**config.mk**
```make
export PLATFORM = sky130hd
export DESIGN_NAME = rssi_ranked_scan_table_flat
export DESIGN_NICKNAME = d
export VERILOG_FILES = /design/src/design/rsts_pkg.sv /design/src/design/rsts_req_if.sv /design/src/design/rsts_rsp_if.sv /design/src/design/rsts_cell.sv /design/src/design/rssi_ranked_scan_table.sv /design/src/flat_wrapper.sv
export SDC_FILE = /design/constraint.sdc
export NUM_CORES = 2
export LEC_CHECK = 0
export CAP_MARGIN = 0
export CORE_ASPECT_RATIO = 0.9
export CORE_MARGIN = 10
export CORE_UTILIZATION = 41
export CTS_CLUSTER_DIAMETER = 200
export DETAILED_ROUTE_END_ITERATION = 6
export DONT_BUFFER_PORTS = 1
export PLACE_DENSITY_LB_ADDON = 0.25
export REMOVE_ABC_BUFFERS = 1
export SYNTH_ARGS = -nofsm -noshare
export SYNTH_HDL_FRONTEND = slang
export SYNTH_SLANG_ARGS = --single-unit
```
**constraint.sdc**
```tcl
create_clock -name clk -period 14.56 [get_ports clk]
set_input_delay 2.912 -clock clk [delete_from_list [all_inputs] [get_ports clk]]
set_output_delay 2.912 -clock clk [all_outputs]
set_load 0.02 [all_outputs]
```
**src/design/rsts_pkg.sv**
```systemverilog
`timescale 1ns / 1ps
// ----------------------------------------------------------------------------
// rsts_pkg
// Shared types and codes for the strength-ranked scan table.
// ----------------------------------------------------------------------------
package rsts_pkg;

	localparam int unsigned TABLE_DEPTH_DEF = 16;
	localparam int unsigned ADDR_W          = 48;
	localparam int unsigned ATYPE_W         = 2;
	localparam int unsigned STR_W           = 8;
	localparam int unsigned RANK_W          = 4;
	localparam int unsigned ENTRIES_W       = 5;

	typedef enum logic [1:0] {
		OP_ADD   = 2'd0,
		OP_READ  = 2'd1,
		OP_CLEAR = 2'd2,
		OP_NONE  = 2'd3
	} op_t;

	typedef enum logic [1:0] {
		ST_OK      = 2'd0,
		ST_MATCH   = 2'd1,
		ST_FULL    = 2'd2,
		ST_NO_RANK = 2'd3
	} status_t;

	typedef struct packed {
		logic [ADDR_W-1:0]       address;
		logic [ATYPE_W-1:0]      addr_type;
		logic signed [STR_W-1:0] strength;
	} entry_t;

	// control from the sequencer to every cell
	typedef struct packed {
		logic eval_en;
		logic apply_we;
	} cell_ctl_t;

endpackage

```
**src/design/rsts_req_if.sv**
```systemverilog
`timescale 1ns / 1ps
// ----------------------------------------------------------------------------
// rsts_req_if
// Request channel: operation, report fields and rank to read.
// ----------------------------------------------------------------------------
interface rsts_req_if;
	logic              valid;
	logic              ready;
	logic [1:0]        op;
	logic [47:0]       address;
	logic [1:0]        address_type;
	logic signed [7:0] strength;
	logic [3:0]        rank;

	modport source (output valid, op, address, address_type, strength, rank, input ready);
	modport sink   (input valid, op, address, address_type, strength, rank, output ready);
endinterface

```
**src/design/rsts_rsp_if.sv**
```systemverilog
`timescale 1ns / 1ps
// ----------------------------------------------------------------------------
// rsts_rsp_if
// Response channel: status, occupancy and the entry read.
// ----------------------------------------------------------------------------
interface rsts_rsp_if;
	logic              valid;
	logic              ready;
	logic [1:0]        status;
	logic [4:0]        entries;
	logic              full_res;
	logic [47:0]       found_address;
	logic [1:0]        found_type;
	logic signed [7:0] found_strength;

	modport source (output valid, status, entries, full_res, found_address, found_type,
		found_strength, input ready);
	modport sink   (input valid, status, entries, full_res, found_address, found_type,
		found_strength, output ready);
endinterface

```
**src/design/rsts_cell.sv**
```systemverilog
`timescale 1ns / 1ps
// ----------------------------------------------------------------------------
// rsts_cell
// One slot of the ranked table. Compares the probe against its own entry,
// then on a write takes its new entry from itself, a neighbour or the
// incoming report, so removal and sorted insertion happen in one step.
// ----------------------------------------------------------------------------
module rsts_cell import rsts_pkg::*; #(
	parameter int unsigned TABLE_DEPTH = TABLE_DEPTH_DEF,
	parameter int unsigned IDX         = 0,
	localparam int unsigned CNT_W      = $clog2(TABLE_DEPTH + 1)
) (
	input  logic             clk,
	input  cell_ctl_t        ctl,
	input  entry_t           probe,
	input  entry_t           ins,
	input  logic [CNT_W-1:0] count,
	input  logic [CNT_W-1:0] hit_idx,
	input  entry_t           prev,
	input  entry_t           next,
	input  logic             ge_next,
	input  logic             lt_prev,
	output entry_t           cur,
	output logic             match,
	output logic             changed,
	output logic             ge,
	output logic             lt
);

	entry_t     entry_q;
	logic       ge_s2;
	logic       occ;
	logic       ge_now;
	logic       below_h;
	logic       prev_below_h;
	logic       at_p;
	entry_t     entry_d;

	assign cur     = entry_q;
	assign occ     = CNT_W'(IDX) < count;
	assign match   = occ && (entry_q.address == probe.address)
		&& (entry_q.addr_type == probe.addr_type);
	assign changed = match && (entry_q.strength != probe.strength);
	assign ge_now  = occ && !match && (entry_q.strength >= probe.strength);
	assign ge      = ge_s2;

	// position in the table with the matched entry taken out
	assign below_h      = CNT_W'(IDX) < hit_idx;
	assign prev_below_h = CNT_W'(IDX) <= hit_idx;
	assign lt           = below_h ? ge_s2 : ge_next;
	assign at_p         = !lt && lt_prev;

	always_comb begin
		if (lt) begin
			entry_d = below_h ? entry_q : next;
		end else if (at_p) begin
			entry_d = ins;
		end else begin
			entry_d = prev_below_h ? prev : entry_q;
		end
	end

	always_ff @(posedge clk) begin
		if (ctl.eval_en) begin
			ge_s2 <= ge_now;
		end
		if (ctl.apply_we) begin
			entry_q <= entry_d;
		end
	end

endmodule

```
**src/design/rssi_ranked_scan_table.sv**
```systemverilog
`timescale 1ns / 1ps
// ----------------------------------------------------------------------------
// rssi_ranked_scan_table
// Table of scanned device addresses kept in order of signal strength,
// strongest first, built as a row of slot cells with a small sequencer.
// ----------------------------------------------------------------------------
//  channel | dir | handshake     | carries
//  req     | in  | valid / ready | op, address, address_type, strength, rank
//  rsp     | out | valid / ready | status, entries, full_res, found_*
//
//  every item passes two states: S_EVAL, in which all cells compare the report
//  in parallel, then S_APPLY, in which the cell row shifts and inserts in a single step.
//  a new request is also taken in S_APPLY, so an item can be accepted while the last one completes.
//  S_APPLY waits while a previous response is still held on rsp.
//  reset empties the table at once; slot contents are left as they are.
// ----------------------------------------------------------------------------
module rssi_ranked_scan_table import rsts_pkg::*; #(
	parameter int unsigned TABLE_DEPTH = TABLE_DEPTH_DEF
) (
	input  logic   clk,
	input  logic   arst_n,
	rsts_req_if.sink   req,
	rsts_rsp_if.source rsp
);

	localparam int unsigned CNT_W = $clog2(TABLE_DEPTH + 1);

	typedef enum logic [1:0] {
		S_IDLE,
		S_EVAL,
		S_APPLY
	} state_t;

	typedef struct packed {
		logic [1:0]        op;
		entry_t            ent;
		logic [RANK_W-1:0] rank;
	} item_t;

	state_t            state_q;
	item_t             item_s1;
	entry_t            ins_s2;
	logic              we_s2;
	logic [CNT_W-1:0]  hit_idx_s2;
	logic [CNT_W-1:0]  count_s2;
	status_t           status_s2;
	entry_t            found_s2;
	logic [CNT_W-1:0]  count_q;

	logic              out_valid_q;
	status_t           status_q;
	logic [CNT_W-1:0]  entries_q;
	entry_t            found_q;

	cell_ctl_t         ctl;
	entry_t            cur [TABLE_DEPTH];
	logic [TABLE_DEPTH-1:0] match_vec;
	logic [TABLE_DEPTH-1:0] changed_vec;
	logic [TABLE_DEPTH:0]   ge_vec;
	logic [TABLE_DEPTH:0]   lt_vec;

	logic              apply_go;
	logic              accept;
	logic              hit;
	logic              full;
	logic [CNT_W-1:0]  hit_idx;
	logic              rank_ok;
	entry_t            rank_ent;
	status_t           status_d;
	logic              we_d;
	logic [CNT_W-1:0]  count_d;

	assign apply_go  = !out_valid_q || rsp.ready;
	assign req.ready = (state_q == S_IDLE) || ((state_q == S_APPLY) && apply_go);
	assign accept    = req.valid && req.ready;

	assign ctl.eval_en  = state_q == S_EVAL;
	assign ctl.apply_we = (state_q == S_APPLY) && apply_go && we_s2;

	assign ge_vec[TABLE_DEPTH] = 1'b0;
	assign lt_vec[0]           = 1'b1;

	for (genvar i = 0; i < TABLE_DEPTH; i++) begin : g_cell
		entry_t prev_ent;
		entry_t next_ent;
		if (i == 0) begin : g_first
			assign prev_ent = '0;
		end else begin : g_mid
			assign prev_ent = cur[i-1];
		end
		if (i == TABLE_DEPTH - 1) begin : g_last
			assign next_ent = '0;
		end else begin : g_inner
			assign next_ent = cur[i+1];
		end
		rsts_cell #(
			.TABLE_DEPTH (TABLE_DEPTH),
			.IDX         (i)
		) u_cell (
			.clk     (clk),
			.ctl     (ctl),
			.probe   (item_s1.ent),
			.ins     (ins_s2),
			.count   (count_q),
			.hit_idx (hit_idx_s2),
			.prev    (prev_ent),
			.next    (next_ent),
			.ge_next (ge_vec[i+1]),
			.lt_prev (lt_vec[i]),
			.cur     (cur[i]),
			.match   (match_vec[i]),
			.changed (changed_vec[i]),
			.ge      (ge_vec[i]),
			.lt      (lt_vec[i+1])
		);
	end

	// address and type pairs are unique in the table, so at most one cell matches
	always_comb begin
		hit_idx = CNT_W'(TABLE_DEPTH);
		for (int unsigned i = 0; i < TABLE_DEPTH; i++) begin
			if (match_vec[i]) begin
				hit_idx = CNT_W'(i);
			end
		end
	end

	always_comb begin
		rank_ent = '0;
		for (int unsigned i = 0; i < TABLE_DEPTH; i++) begin
			if (32'(item_s1.rank) == i) begin
				rank_ent = cur[i];
			end
		end
	end

	assign hit     = |match_vec;
	assign full    = count_q == CNT_W'(TABLE_DEPTH);
	assign rank_ok = 32'(item_s1.rank) < 32'(count_q);

	always_comb begin
		status_d = ST_OK;
		we_d     = 1'b0;
		count_d  = count_q;
		case (item_s1.op)
			OP_ADD: begin
				if (hit) begin
					status_d = ST_MATCH;
					we_d     = |changed_vec;
				end else if (full) begin
					status_d = ST_FULL;
				end else begin
					we_d    = 1'b1;
					count_d = count_q + CNT_W'(1);
				end
			end
			OP_READ: begin
				if (!rank_ok) begin
					status_d = ST_NO_RANK;
				end
			end
			OP_CLEAR: begin
				count_d = '0;
			end
			default: begin
			end
		endcase
	end

	always_ff @(posedge clk) begin
		if (accept) begin
			item_s1 <= '{op: req.op,
				ent: '{address: req.address, addr_type: req.address_type,
					strength: req.strength},
				rank: req.rank};
		end
		if (state_q == S_EVAL) begin
			ins_s2     <= item_s1.ent;
			hit_idx_s2 <= hit ? hit_idx : CNT_W'(TABLE_DEPTH);
			count_s2   <= count_d;
			status_s2  <= status_d;
			found_s2   <= ((item_s1.op == OP_READ) && rank_ok) ? rank_ent : '0;
		end
	end

	always_ff @(posedge clk or negedge arst_n) begin
		if (!arst_n) begin
			we_s2   <= 1'b0;
			count_q <= '0;
		end else begin
			if (state_q == S_EVAL) begin
				we_s2 <= we_d;
			end
			if ((state_q == S_APPLY) && apply_go) begin
				count_q <= count_s2;
			end
		end
	end

	always_ff @(posedge clk or negedge arst_n) begin
		if (!arst_n) begin
			state_q     <= S_IDLE;
			out_valid_q <= 1'b0;
			status_q    <= ST_OK;
			entries_q   <= '0;
			found_q     <= '0;
		end else begin
			if ((state_q == S_APPLY) && apply_go) begin
				out_valid_q <= 1'b1;
			end else if (rsp.ready) begin
				out_valid_q <= 1'b0;
			end
			unique case (state_q)
				S_IDLE: begin
					if (accept) begin
						state_q <= S_EVAL;
					end
				end
				S_EVAL: begin
					state_q <= S_APPLY;
				end
				S_APPLY: begin
					if (apply_go) begin
						status_q    <= status_s2;
						entries_q   <= count_s2;
						found_q     <= found_s2;
						state_q     <= accept ? S_EVAL : S_IDLE;
					end
				end
				default: begin
					state_q <= S_IDLE;
				end
			endcase
		end
	end

	assign rsp.valid          = out_valid_q;
	assign rsp.status         = status_q;
	assign rsp.entries        = ENTRIES_W'(entries_q);
	assign rsp.full_res       = entries_q == CNT_W'(TABLE_DEPTH);
	assign rsp.found_address  = found_q.address;
	assign rsp.found_type     = found_q.addr_type;
	assign rsp.found_strength = found_q.strength;

endmodule

```
**src/flat_wrapper.sv**
```systemverilog
// flat-port wrapper written by rule: the top's interface ports become plain ports
module rssi_ranked_scan_table_flat import rsts_pkg::*;
#(
	parameter int unsigned TABLE_DEPTH = TABLE_DEPTH_DEF
)
  (clk, arst_n, req_valid, req_op, req_address, req_address_type, req_strength, req_rank, req_ready, rsp_valid, rsp_status, rsp_entries, rsp_full_res, rsp_found_address, rsp_found_type, rsp_found_strength, rsp_ready);
  rsts_req_if req_i ();
  rsts_rsp_if rsp_i ();
  input  logic clk;
  input  logic arst_n;
  input wire logic [$bits(req_i.valid)-1:0] req_valid;
  input wire logic [$bits(req_i.op)-1:0] req_op;
  input wire logic [$bits(req_i.address)-1:0] req_address;
  input wire logic [$bits(req_i.address_type)-1:0] req_address_type;
  input wire logic [$bits(req_i.strength)-1:0] req_strength;
  input wire logic [$bits(req_i.rank)-1:0] req_rank;
  output wire logic [$bits(req_i.ready)-1:0] req_ready;
  output wire logic [$bits(rsp_i.valid)-1:0] rsp_valid;
  output wire logic [$bits(rsp_i.status)-1:0] rsp_status;
  output wire logic [$bits(rsp_i.entries)-1:0] rsp_entries;
  output wire logic [$bits(rsp_i.full_res)-1:0] rsp_full_res;
  output wire logic [$bits(rsp_i.found_address)-1:0] rsp_found_address;
  output wire logic [$bits(rsp_i.found_type)-1:0] rsp_found_type;
  output wire logic [$bits(rsp_i.found_strength)-1:0] rsp_found_strength;
  input wire logic [$bits(rsp_i.ready)-1:0] rsp_ready;
  assign req_i.valid = req_valid;
  assign req_i.op = req_op;
  assign req_i.address = req_address;
  assign req_i.address_type = req_address_type;
  assign req_i.strength = req_strength;
  assign req_i.rank = req_rank;
  assign req_ready = req_i.ready;
  assign rsp_valid = rsp_i.valid;
  assign rsp_status = rsp_i.status;
  assign rsp_entries = rsp_i.entries;
  assign rsp_full_res = rsp_i.full_res;
  assign rsp_found_address = rsp_i.found_address;
  assign rsp_found_type = rsp_i.found_type;
  assign rsp_found_strength = rsp_i.found_strength;
  assign rsp_i.ready = rsp_ready;
  rssi_ranked_scan_table #(.TABLE_DEPTH(TABLE_DEPTH)) u_core (.clk(clk), .arst_n(arst_n), .req(req_i), .rsp(rsp_i));
endmodule
```
# Word level (Yosys, flattened, before mapping)
# Index checks and enable logic that the tools add are counted.
[word_totals]
register_bits = 1210
inputBits = 68
out_inout_bits = 68
elab_cells = 537
[op_classes]
addsub = 1
magnitude_cmp = 64
eq_ne = 87
muxes = 126
reduce_logical = 172
[ops]
columns = ["cell", "n"]
rows = [
  ["58-bit two-way mux", 78],
  ["48-bit == test", 16],
  ["8-bit >= comparator", 16],
  ["8-bit != test", 16],
  ["1-bit logical AND", 99],
  ["5-bit two-way mux", 18],
  ["4-bit by 5-bit less-than comparator with 1-bit output, first input constant", 16],
  ["3-bit AND reduction", 15],
  ["3-bit nonzero test", 15],
  ["4-bit by 5-bit <= comparator with 1-bit output, first input constant", 8],
  ["3-bit by 5-bit less-than comparator with 1-bit output, first input constant", 8],
  ["2-bit == test", 16],
  ["4-bit == test, second input constant", 8],
  ["1-bit logical NOT", 32],
  ["2-bit != test, second input constant", 16],
  ["16-bit OR reduction", 2],
  ["1-bit two-way mux", 22],
  ["3-bit by 5-bit <= comparator with 1-bit output, first input constant", 4],
  ["1-bit by 5-bit less-than comparator with 1-bit output, first input constant", 4],
  ["2-bit by 5-bit less-than comparator with 1-bit output, first input constant", 4],
  ["4-bit by 3-bit == test with 1-bit output, second input constant", 4],
  ["5-bit == test, second input constant", 2],
  ["2-bit by 5-bit <= comparator with 1-bit output, first input constant", 2],
  ["2-bit two-way mux", 5],
  ["16 further kinds", 24],
]

# Depth between registers and ports, before layout
[logic_depth]
depth_word = 19
mapped_depth = 12
ltp_nobuf = 11

# By module
# From an unflattened synthesis, not the netlist that was laid out.
[hier_totals]
hier_cells = 7319
hier_area_um2 = 78231.3
[modules_own_cells]
columns = ["mod", "n_inst", "cells_each", "area_each_um2", "seq_area_each_um2"]
rows = [
  ["rssi_ranked_scan_table", 1, 1614, 17169.0, 7492.2],
  ["rsts_cell (u_core.g_cell[1].u_cell ...)", 2, 359, 3788.6, 1771.7],
  ["rsts_cell (u_core.g_cell[10].u_cell)", 1, 299, 4050.1, 1771.7],
  ["rsts_cell (u_core.g_cell[0].u_cell)", 1, 361, 3910.0, 1771.7],
  ["rsts_cell (u_core.g_cell[9].u_cell)", 1, 363, 3836.2, 1771.7],
  ["rsts_cell (u_core.g_cell[6].u_cell)", 1, 359, 3809.9, 1771.7],
  ["rsts_cell (u_core.g_cell[14].u_cell)", 1, 359, 3807.4, 1771.7],
  ["rsts_cell (u_core.g_cell[3].u_cell)", 1, 359, 3803.6, 1771.7],
  ["rsts_cell (u_core.g_cell[13].u_cell)", 1, 359, 3802.4, 1771.7],
  ["rsts_cell (u_core.g_cell[7].u_cell)", 1, 366, 3801.1, 1771.7],
  ["rsts_cell (u_core.g_cell[12].u_cell)", 1, 361, 3797.4, 1771.7],
  ["rsts_cell (u_core.g_cell[5].u_cell)", 1, 360, 3789.9, 1771.7],
  ["rsts_cell (u_core.g_cell[4].u_cell)", 1, 363, 3783.6, 1771.7],
  ["rsts_cell (u_core.g_cell[8].u_cell)", 1, 360, 3779.9, 1771.7],
  ["+2 rows", "--", "--", "--", "--"],
]

# Least setup slack after synthesis
# Ideal clock, no wire load.
[synth_path]
kind = "input to register"
start = "in rsp_ready"
end = "reg u_core.g_cell[14].u_cell.entry_q (netlist bit u_core.g_cell[14].u_cell.cur[0]), enable pin"
setup_time_ps = 568
arrival_ps = 7967
required_time_ps = 13992
path_slack_ps = 6025
cell_stages = 5
n_path_buf = 1
cell_sequence = "nor2b_1 -> nor2_1 -> nand2_1 -> clkbuf_1 -> a221oi_1"
[synth_via]
elab_chain_len = 4
[synth_rtl]
columns = ["item", "line", "source"]
rows = [
  ["from (decl)", "flat_wrapper.sv:25", "input wire logic [$bits(rsp_i.ready)-1:0] rsp_ready;"],
  ["1-bit logical OR", "rssi_ranked_scan_table.sv:73", "assign apply_go = !out_valid_q || rsp.ready;"],
  ["1-bit logical AND (2 in series)", "rssi_ranked_scan_table.sv:78", "assign ctl.apply_we = (state_q == S_APPLY) && apply_go && we_s2;"],
  ["3-bit AND reduction (no source line)", "--", ""],
  ["to (signal assigned)", "rsts_cell.sv:68", "entry_q <= entry_d;"],
  ["to (decl)", "rsts_cell.sv:30", "entry_t entry_q;"],
]
# No other way between the ends.
# A chain may end at the register's enable or synchronous reset.

# Final worst setup path
[layout_path]
start = "in rsp_ready"
end = "out req_ready"
[layout_via]
elab_chain_len = 3
[layout_rtl]
columns = ["item", "line", "source"]
rows = [
  ["1-bit logical OR", "rssi_ranked_scan_table.sv:73", ""],
  ["1-bit logical AND", "rssi_ranked_scan_table.sv:74", "assign req.ready = (state_q == S_IDLE) || ((state_q == S_APPLY) && apply_go);"],
  ["1-bit logical OR", "rssi_ranked_scan_table.sv:74", ""],
  ["to (decl)", "flat_wrapper.sv:17", "output wire logic [$bits(req_i.ready)-1:0] req_ready;"],
]
# No other way between the ends.

==> results.ini <==
[routing]
wirelength_mm = 403.3
drtPass1Iterations = 6
vias = 66475
drt_iter0_drc = 11968
drc = 0
viasPerCell = 6.634
ant_nets = 0
wl_per_cell_um = 40.25

[logic_synthesis]
avgSynthCellArea_um2 = 10.14
async_flop_share = 0.05726
synth_warnings = 0
synth.top_cells.by_area = edfxtp_1 (44%), mux2i_1 (11%), a21oi_1 (6.7%)
postSynth.topFlopCell = edfxtp_1
ys_seq_area_frac = 0.4624
ys_ff_latch = 1205
netlist.top_cell.by_area = edfxtp_1
synth_top_area_frac = 0.4401
netlist_area_um2 = 77510
synth.distinct_cells = 76
synth_cells = 7646
synth_edf_count = 1136

[timing]
setup_viol = 0
setup_tns_ns = 0
slew_viol_final = 0
timing.final.hold_violations = 0
fin_skew_ns = 0.03632
fin_crit_sh = 0.4381
period_needed_ns = 6.378
max_freq_mhz = 156.8
whs_ns = 0.4567
layout_setup_ws_ns = 8.182
rsz0062_at_grt = no
worstMarginPinSlew_ns = 1.321
slew_headroom = 0.1102

[cts]
numCtsBuffers = 147
tritoncts = built
cts-hold-fix-buffers = 0
worst_skew_pair.late_latency_ns = 0.83
cts.clk_slew.worst_paths_ns = 0.06
cts_resized = 0
ctsLongestPathBuffers = 3
htreeDepth = 4
cts_root_buf = clkbuf_16
cts_setup_buffers = 0
clock-sinks = 1205

[worst_setup_path]
cp-start-kind = input pin
worstPathMaxFanout = 3
arrival_ns = 3.47
crit_path_max_incr_delay_ns = 0.50
critPathKind = input pin to output port
slowest_stage = a21oi_1
cpLargestDelayFamily = compound AO/OA/AOI/OAI gates
timing.critical_path.buf_inv = 0
end_kind = output port
path_cells = nor2b_1 -> a21oi_1
required_ns = 11.65

[placement]
io_buffers = 0
place.gp.congestion = 1.011
dp_hpwl_mm = 307.8
dp_slack_ns = 8.174

[floorplanning]
die_area_um2 = 206900
start_util = 0.4119
die-height_um = 432.5
rows = 151
core-area_um2 = 188200
dieWidth_um = 478.3
ios = 136

[pwr]
power.share.sequential = 0.410
switchingPower_uw = 4216
p_int_uw = 7394
p_per_area_nw_per_um2 = 136.5
power.leakage_uw = 0.03013
power_frac_comb = 0.260
clkPwrFrac = 0.330
vdd_drop_max_mv = 0.1276
swShare = 0.3631

[final_layout]
drive_above_1_share = 0.08585
nets = 7572
synthToLayoutAreaGrowth_pct = 9.761
fill_cells = 17866

[outcome]
status = finished clean

[global_routing]
grt_pass1_vias = 60887
grt_overflow = 0
track_usage = 0.3720
antenna_found_initial = 17
grt_pass1_wl_mm = 537.0
grt_max_degree = 151

[job]
drv_cap = 0

[hold_path]
hold_path.class = register to register

[state kept, by name, summed over array words and instances, names as in the netlist, 5 cells and up]
register / flops
u_core.rsp.found_address: 48
u_core.hit_idx_s2: 5
u_core.count_s2: 5
u_core.item_s1: 64
u_core.g_cell.u_cell.ge: 16
u_core.g_cell.u_cell.cur: 928
u_core.rsp.entries: 5
u_core.rsp.found_strength: 8
u_core.found_s2: 58
u_core.ins_s2: 58
[cells by family after synthesis]
kind of cell	Yosys count	synth area share
mux	1038	0.1377
simple gates	2154	0.1312
compound gates	1683	0.1244
xor+xnor	780	0.08814
fa+ha+maj	133	0.02147
buf+inv	653	0.03475
flops	1205	0.4624
[path summary, 6_finish.rpt]
kind / start / end / slack [ns] / cells after the start
max: rsp_ready / req_ready / 8.18 / 2
min: u_core.item_s1[7]$_DFFE_PP_ / u_core.ins_s2[3]$_DFFE_PN_ / 0.46 / 0
min in group asynchronous: arst_n / u_core.we_s2$_DFFE_PN0N_ / 1.79 / 0
max in group asynchronous: arst_n / u_core.rsp.found_address[28]$_DFFE_PN0P_ / 12.61 / 0
min reg2reg: u_core.item_s1[7]$_DFFE_PP_ / u_core.ins_s2[3]$_DFFE_PN_ / 0.46 / 0
max reg2reg: u_core.hit_idx_s2[1]$_SDFFCE_PN0N_ / u_core.g_cell[6].u_cell.cur[26]$_DFFE_PP_ / 9.32 / 7
[placed cells by master, fill, tap and decap left out, types with 10 or more instances in the layout]
| master | count |
|---|---|
| a211oi_1 | 13 |
| a21o_1 | 10 |
| a21oi_1 | 1024 |
| a221oi_1 | 31 |
| a222oi_1 | 11 |
| a22o_1 | 14 |
| a22oi_1 | 111 |
| a31oi_1 | 21 |
| buf_12 | 11 |
| buf_4 | 172 |
| bufinv_16 | 12 |
| clkbuf_1 | 37 |
| clkbuf_16 | 154 |
| clkbuf_8 | 11 |
| clkinv_1 | 19 |
| clkinv_2 | 19 |
| dfrtp_1 | 69 |
| edfxtp_1 | 1136 |
| ha_1 | 133 |
| inv_1 | 45 |
| mux2_2 | 157 |
| mux2i_1 | 866 |
| nand2_1 | 317 |
| nand2b_1 | 64 |
| nand3_1 | 76 |
| nand4_1 | 288 |
| nor2_1 | 969 |
| nor2b_1 | 50 |
| nor3_1 | 80 |
| nor3_2 | 10 |
| nor4_1 | 185 |
| o21a_1 | 49 |
| o21ai_0 | 225 |
| o221ai_1 | 46 |
| o22ai_1 | 41 |
| or4_1 | 15 |
| xnor2_1 | 470 |
| xor2_1 | 310 |
[Yosys cell counts, types with 8 or more instances]
library cell	instances
nand2_1	320
o22ai_1	41
xor2_1	310
a31oi_1	23
nand2b_1	68
a22o_1	14
nor3_1	89
a21oi_1	1030
buf_4	35
a221oi_1	35
a211oi_1	17
and2_1	8
nor2b_1	54
a22oi_1	111
dfrtp_1	69
xnor2_1	470
nor2_1	980
nand3_1	77
nand4_1	288
ha_1	133
mux2i_1	874
a222oi_1	11
clkbuf_1	403
edfxtp_1	1136
mux2_2	157
or3_1	9
or4_1	15
inv_1	45
o21ai_0	225
buf_2	83
nor4_1	191
o2111ai_1	8
a21o_1	10
o21a_1	49
o221ai_1	46
nor4b_1	9
buf_1	85
[routing by layer]
metal	routed length, um	vias to the layer above	global-route usage	part of all wire
li1	-	27884	-	-
met1	161100	32962	0.5066	0.40
met2	163500	4941	0.5198	0.41
met3	47640	684	0.09920	0.12
met4	31020	4	0.2368	0.077
met5	23	-	0	0.000057
[stage by stage]
stage,area [um2],util,total power (uW),std cells
global route,85070,0.4521,11890,10016
finish,85080,0.4521,11610,10020
CTS,85060,0.4520,11520,10014
global placement,80210,0.4263,7675,9746
detailed placement,80210,0.4263,7710,9746
floorplan,74990,-,6927,7039
[layout make-up]
cell class	count	area, um2	share of cell area
multi-input combinational	5788	39530	0.4647
antenna	6	15.01	0.0001765
clock buffer	202	4144	0.04871
timing repair buffer	183	1511	0.01777
sequential	1205	35840	0.4213
inverter	46	172.7	0.002030
clock inverter	66	705.7	0.008294
tap	2524	3158	0.03712
[power groups by stage]
stage                     clock network, uW  registers, uW  logic (uW)
after floorplan                           0           4710        2220
after global placement                    0           4800        2870
after detailed placement                  0           4810        2900
after CTS                              3860           4740        2920
after global routing                   3980           4780        3130
final                                  3830           4760        3020
(Power assumes the default switching activity.)
